==> src/rtl/cpc_pkg.sv <==
// ----------------------------------------------------------------------------
// Convex polygon clipper package
// Shared item types, command codes and controller states.
// ----------------------------------------------------------------------------
package cpc_pkg;

    localparam int IN_COORD_W = 12;
    localparam int OUT_W      = 16;
    localparam int OUT_MAX    = 65535;
    localparam int CFG_W      = 5;
    localparam int SLOT_W     = 4;

    localparam logic CMD_LOAD = 1'b0;
    localparam logic CMD_CLIP = 1'b1;

    typedef struct packed {
        logic                  cmd;
        logic [SLOT_W-1:0]     vertex_slot;
        logic [IN_COORD_W-1:0] point_a_x;
        logic [IN_COORD_W-1:0] point_a_y;
        logic [IN_COORD_W-1:0] point_b_x;
        logic [IN_COORD_W-1:0] point_b_y;
    } req_t;

    typedef struct packed {
        logic             visible;
        logic [OUT_W-1:0] clip_start_x;
        logic [OUT_W-1:0] clip_start_y;
        logic [OUT_W-1:0] clip_end_x;
        logic [OUT_W-1:0] clip_end_y;
    } rsp_t;

    typedef enum logic [1:0] {
        S_IDLE,
        S_CHAIN,
        S_DIV,
        S_DONE
    } state_t;

endpackage

==> src/rtl/cpc_lane.sv <==
// ----------------------------------------------------------------------------
// Clipper endpoint lane
// Forms one clipped coordinate a + (num/den)*d in fixed point, rounded to
// nearest, with a restoring divider that yields one quotient bit per cycle.
// ----------------------------------------------------------------------------
module cpc_lane #(
    parameter int COORD_BITS = 12,
    parameter int FRAC_BITS  = 4,
    localparam int DW  = COORD_BITS + 1,
    localparam int NW  = 2 * DW + 1,
    localparam int SW  = NW + DW + 1,
    localparam int XW  = SW + FRAC_BITS + 1,
    localparam int QB  = COORD_BITS + FRAC_BITS + 1,
    localparam int RW  = NW + 1,
    localparam int CW  = $clog2(QB + 1),
    localparam int QXW = QB + cpc_pkg::OUT_W
) (
    input  logic                         clk,
    input  logic                         rst_n,
    input  logic                         start,
    input  logic [COORD_BITS-1:0]        a,
    input  logic signed [DW-1:0]         d,
    input  logic signed [NW-1:0]         num,
    input  logic signed [NW-1:0]         den,
    output logic                         done,
    output logic [cpc_pkg::OUT_W-1:0]    value
);

    logic                 mul_reg;
    logic                 run_reg;
    logic                 done_reg;
    logic [CW-1:0]        cnt_reg;

    logic signed [SW-1:0] ad_reg;
    logic signed [SW-1:0] nd_reg;
    logic signed [NW-1:0] den_reg;
    logic [RW-1:0]        rem_reg;
    logic [RW-1:0]        m_reg;
    logic [QB-1:0]        qsh_reg;

    logic signed [SW-1:0] sum;
    logic [XW-1:0]        xval;
    logic [RW:0]          trial;
    logic [RW:0]          diff;
    logic                 qbit;
    logic [RW-1:0]        rem_next;
    logic [QXW-1:0]       qext;

    always_ff @(posedge clk or negedge rst_n)
    begin
        if (!rst_n)
        begin
            mul_reg  <= 1'b0;
            run_reg  <= 1'b0;
            done_reg <= 1'b0;
            cnt_reg  <= '0;
        end
        else if (start)
        begin
            mul_reg  <= 1'b1;
            run_reg  <= 1'b0;
            done_reg <= 1'b0;
        end
        else if (mul_reg)
        begin
            mul_reg <= 1'b0;
            run_reg <= 1'b1;
            cnt_reg <= '0;
        end
        else if (run_reg)
        begin
            cnt_reg <= cnt_reg + 1'b1;
            if (cnt_reg == CW'(QB - 1))
            begin
                run_reg  <= 1'b0;
                done_reg <= 1'b1;
            end
        end
    end

    assign sum  = ad_reg + nd_reg;
    assign xval = ({{(FRAC_BITS + 1){1'b0}}, sum} << (FRAC_BITS + 1))
                  + XW'($unsigned(den_reg));

    assign trial    = {rem_reg, qsh_reg[QB-1]};
    assign diff     = trial - {1'b0, m_reg};
    assign qbit     = (trial >= {1'b0, m_reg});
    assign rem_next = qbit ? diff[RW-1:0] : trial[RW-1:0];

    always_ff @(posedge clk)
    begin
        if (start)
        begin
            ad_reg  <= $signed({1'b0, a}) * den;
            nd_reg  <= num * d;
            den_reg <= den;
        end
        else if (mul_reg)
        begin
            rem_reg <= RW'(xval >> QB);
            qsh_reg <= xval[QB-1:0];
            m_reg   <= {den_reg, 1'b0};
        end
        else if (run_reg)
        begin
            rem_reg <= rem_next;
            qsh_reg <= {qsh_reg[QB-2:0], qbit};
        end
    end

    assign qext  = {{cpc_pkg::OUT_W{1'b0}}, qsh_reg};
    assign value = (qext > QXW'(cpc_pkg::OUT_MAX)) ? cpc_pkg::OUT_W'(cpc_pkg::OUT_MAX)
                                                   : qext[cpc_pkg::OUT_W-1:0];
    assign done  = done_reg;

endmodule

==> config.mk <==
export PLATFORM = sky130hd
export DESIGN_NAME = cpc_lane
export DESIGN_NICKNAME = d
export VERILOG_FILES = /design/src/rtl/cpc_pkg.sv /design/src/rtl/cpc_lane.sv
export SDC_FILE = /design/constraint.sdc
export NUM_CORES = 2
export LEC_CHECK = 0
export ABC_AREA = 1
export BUFFER_PORTS_ARGS = -buffer_cell sky130_fd_sc_hd__buf_2
export CAP_MARGIN = 40
export CORE_ASPECT_RATIO = 0.9
export CORE_MARGIN = 5
export CORE_UTILIZATION = 45
export DETAILED_ROUTE_END_ITERATION = 6
export SETUP_SLACK_MARGIN = 0.02
export SLEW_MARGIN = 25
export SYNTH_ARGS = -nofsm -noshare
export SYNTH_HDL_FRONTEND = slang
export SYNTH_SLANG_ARGS = --single-unit
==> constraint.sdc <==
create_clock -name clk -period 7.1 [get_ports clk]
set_clock_uncertainty 0.15 [all_clocks]
set_input_delay 0.71 -clock clk [delete_from_list [all_inputs] [get_ports clk]]
set_output_delay 0.71 -clock clk [all_outputs]
set_load 0.1 [all_outputs]
After elaboration in Yosys (flattened, before gate mapping)
Cells that the tools add are included.
{"block": "totals", "regBits": 187, "in_bits": 82, "word_cells": 44}
{"block": "classes", "n_addsub": 4, "n_mul": 2, "n_lt_le_gt_ge": 2, "eq_ne": 2, "mux": 17, "bitwise_logic": 1, "n_reduce_logical": 6}
{"cell": "two-way mux 28 bit", "count": 3}
{"cell": "adder 45 x 27 -> 45 bit", "count": 1}
{"cell": "adder 40 bit", "count": 1}
{"cell": "multiplier 13 x 27 -> 40 bit", "count": 1}
{"cell": "multiplier 27 x 13 -> 40 bit", "count": 1}
{"cell": "two-way mux 17 bit", "count": 2}
{"cell": ">= comparator 29 x 28 -> 1 bit", "count": 1}
{"cell": "subtractor 28 bit", "count": 1}
{"cell": "> comparator 17 x 16 -> 1 bit, second input constant", "count": 1}
{"cell": "two-way mux 16 bit", "count": 1}
{"cell": "two-way mux 5 bit", "count": 2}
{"cell": "two-way mux 1 bit", "count": 9}
{"cell": "nonzero test 2 bit", "count": 3}
{"cell": "adder 5 x 1 -> 5 bit, second input constant", "count": 1}
{"cell": "== test 5 bit, second input constant", "count": 1}
{"cell": "AND reduction 2 bit", "count": 2}
{"cell": "AND reduction 3 bit", "count": 1}
{"cell": "inequality test 2 bit, second input constant", "count": 1}
{"cell": "inverter 1 bit", "count": 1}

Logic depth before layout (Yosys ltp)
{"block": "depth", "depth_word": 5, "depth_mapped": 28, "depth_no_buf": 26}

Worst setup path before layout
Ideal clock, no wire load.
{"block": "synth_path", "kind": "input -> register", "start": "input port d[4]", "end": "register nd_reg[31] (data pin)", "arrival_ns": 5.798, "required_time_ns": 6.685, "slack_ns": 0.886, "stages": 19, "path_buffers": 2, "cell_sequence": "clkbuf_1 > clkbuf_1 > nand2_1 > fa_1 > fa_1 > inv_1 > fa_1 > fa_1 > fa_1 > fa_1 > ha_1 > a21oi_1 > o21ai_0 > a21oi_1 > o21a_1 > o21ai_0 > a21boi_0 > o21ai_0 > xor2_1"}
{"block": "synth_via", "elab_chain_len": 1}
{"element": "start: declaration", "line": "cpc_lane.sv:22", "rtl": "input logic signed [DW-1:0] d,"}
{"element": "multiplier 27 x 13 -> 40 bit", "line": "cpc_lane.sv:95", "rtl": "nd_reg <= num * d;"}
{"element": "end signal: assignment", "line": "cpc_lane.sv:95"}
{"element": "end: declaration", "line": "cpc_lane.sv:35", "rtl": "logic signed [SW-1:0] nd_reg;"}
Every way passes these cells.
A chain may end at the register's enable or synchronous reset.

Final worst setup path
{"block": "layout_path", "start": "input port d[1]", "end": "register nd_reg[39] (netlist name)"}
{"block": "layout_via", "elab_chain_len": 1}
{"element": "multiplier 27 x 13 -> 40 bit", "line": "cpc_lane.sv:95"}
Every way passes these cells.

==> results.md <==
* Finish-stage setup viols at 0
* Nets at roughly 5500
* Layout Area Growth over Synthesis at 5.743%
* Core area at about 0.08 mm²
* Die height at about 280 µm
* Vias in the first global route at slightly below 30000
* Maximum buffer depth of the clock tree at 2
* Non-Filler Instances at roughly 5600
* Setup bufs post-CTS at 0
* Slew Viols, Final at 0
* Initial antenna violation count at 0
* Leading area contributor after synthesis: fa_1
* Cts hold-fix bufs at 1
* Die Area at 0.08665 mm²
* Net Count, Synth at about 5500
* H-Tree Depth at 4
* I/O Pins at 99
* Std cell rows at between 90 and 100
* Post-Syn Area per Cell at a little under 8 µm²
* Post-synthesis sequential area ratio at about 15%
* Fill cells at 8027
* CP Data Required Time at between 7 and 8 ns
* Final TNS setup at 0 ns
* Latest clock arrival within the worst-skew pair at ~0.47 ns
* CTS Sinks at about 190
* Multi-input gate area at 0.02608 mm²
* Crit. End Element: flop
* Overall Global Routing Usage at 22.72%
* Initial DRC count at between 1500 and 2000
* Worst-path fanout max at 27
* Rel. slew slack at 45.11%
* Synth Cell Area at approximately 0.036 mm²
* Synthesized instance count at ~4600
* DRC errors left at 0
* Fin crit period at ~6.6 ns
* Vias at approximately 29000
* Asr flop ratio synth at 4.278%
* Setup WS pre-CTS at 0.1482 ns
* Clk root buf: clkbuf_16
* Fin crit share at about 93%
* R2R Setup Slk at around 2.4 ns
* Yosys warnings at 0
* GR Overflow Total at 0
* Max Clk Rate at around 0.15 GHz
* Number of synthesized flops with an enable pin at approximately 180
* CP startpoint kind: primary input
* Yosys top cell area share at about a third
* Status: finished, final reports clean
* First-pass GRT wire length at 156800 µm
* Detail Route Antenna Nets at 0
* Reg area at ~0.0056 mm²
* PortBufs at 98
* Die Wd at between 300 and 400 µm
* Final Util at a little under half
* Initial Util at between 40% and 50%
* DP Cell Count at approximately 5600
* Setup WS post-layout at roughly 0.49 ns
* Max_cap viols at 0
* WS Path Type: primary input to flop
* Gpl congestion at 0.9188
* Post-DP HPWL at around 80000 µm
* 1st-pass router iterations at 5
* Worst slew pin tran at ~0.82 ns
* DR WL/cell at roughly 17 µm
* RSZ-0062 raised after global routing: no
* Ys flop type: edfxtp_1
* Clock slew at reported path FFs at 0.08 ns
* Final WL at ~96000 µm
* Largest net degree at the start of global routing at 60
* Hold Violations, Final at 0
* Vias per cell at around 5.1
* Flops & latches, synth at about 190
* CTS tree: yes
* CTS Buf Count at 17
* Synth area leaders: fa_1 33%, edfxtp_1 15%, nand2_1 12%, inv_1 11%, ha_1 9.4%
* Diode count at 0
* Worst Path Arrival at 6.67 ns
* Hold WC Path Type: flop to flop
* Post-synth cell types at 54
* Ratio of cells with drive above 1 in the final layout at ~5.6%
* Post-cts sizing count at 0
==> path summary, 6_finish.rpt <==
check | from | to | cells past startpoint
min in group asynchronous | rst_n | cnt_reg[0]$_DFFE_PN0P_ | 2
max in group asynchronous | rst_n | mul_reg$_DFF_PN0_ | 2
worst min register to register | den_reg[11]$_DFFE_PP_ | m_reg[12]$_DFFE_PP_ | 0
worst min-delay path | den_reg[11]$_DFFE_PP_ | m_reg[12]$_DFFE_PP_ | 0
worst max register to register | nd_reg[0]$_DFFE_PP_ | rem_reg[25]$_DFFE_PP_ | 22
worst max-delay path | d[1] | nd_reg[39]$_DFFE_PP_ | 19
==> Yosys cell counts, types with 3 or more instances <==
cell type and count:
fa_1 607, a21boi_0 4, buf_2 5, inv_1 1105
xnor2_1 53, nand3b_1 8, clkbuf_1 123, nand3_2 9
a21oi_1 187, buf_1 16, nor4_1 9, o21a_1 11
a21boi_1 3, or2_2 16, o31ai_1 3, nand4_1 31
o21ai_1 13, ha_1 274, nor2_4 8, xor2_1 81
nand3_1 108, nor2_2 17, a21oi_2 7, inv_2 8
nor2_1 211, o21bai_1 10, edfxtp_1 179, a31oi_1 16
nor3_1 19, dfrtp_1 8, nand2_2 27, a21o_1 11
nand2_1 1210, o211ai_1 21, o21ai_0 130
==> placed cells by master (no fill, tap or decap), drive strengths merged, types with 2 or more instances in the layout <==
cell,Yosys,final
nor2,236,236
clkinvlp,0,2
a21boi,8,8
ha,274,274
nor3,19,19
xor2,81,81
a31oi,16,16
nand2,1239,1239
clkinv,1,7
o2111ai,2,2
o21bai,11,11
a21o,11,11
xnor2,53,53
a21oi,194,194
o31ai,3,3
a221oi,2,2
clkbuf,123,17
inv,1113,1120
nand4,32,32
or2,17,17
and2,2,2
fa,607,607
nand3b,9,9
o21a,11,11
buf,22,123
o221ai,2,2
nor4,9,9
o21ai,144,144
o211ai,22,22
nand3,117,117
dfrtp,8,8
edfxtp,179,179
==> per-layer routing <==
metal  up-vias  wire length, µm  track usage, %
met5         -                0               0
met4         0             1806           4.444
met3        90             4924           2.585
met2       692            44590           37.51
met1     14050            44220           32.89
li1      13720                -               -
==> stage by stage <==
| step | instance area (µm²) | hold slack [ns] |
|---|---|---|
| 2_1_floorplan | 36380 | 0.2644 |
| 3_3_place_gp | 37830 | 0.3350 |
| 3_5_place_dp | 37870 | 0.3358 |
| 4_1_cts | 38470 | 0.3491 |
| 5_1_grt | 38470 | 0.3697 |
| 6_report | 38470 | 0.3462 |
==> worst max-delay path, stage by stage <==
cell and delay [ns]:
buf_2 0.45, nand2_1 0.25, fa_1 0.60, inv_1 0.07
fa_1 0.73, inv_1 0.17, fa_1 0.51, fa_1 0.55
inv_1 0.05, fa_1 0.36, ha_1 0.31, ha_1 0.41
nand2_1 0.12, nor3_1 0.33, nand2_1 0.15, nor3_1 0.33
nand3_1 0.24, o2111ai_1 0.19, xnor2_1 0.10
==> area by class of cell <==
| class | instances | area share [%] |
|---|---|---|
| clock buffers | 17 | 1.106 |
| clock inverters | 15 | 0.4520 |
| inverters | 1114 | 10.87 |
| multi-input cells | 3126 | 67.78 |
| flip-flops and latches | 187 | 14.49 |
| well taps | 1060 | 3.447 |
| repair buffers | 124 | 1.860 |
==> cell families after synthesis <==
logic type	count (synthesis)	share of synthesized area (%)
AOI/OAI and AO/OA	429	6.613
xor gates and xnor gates	134	3.226
adders and majority gates	881	42.82
buffers and inverters	1259	13.02
DFF	187	15.32
and+or+nand+nor	1682	19.00
Power is not shown: default switching activity piles up to over one toggle a cycle in this logic, so the estimate is an artifact.
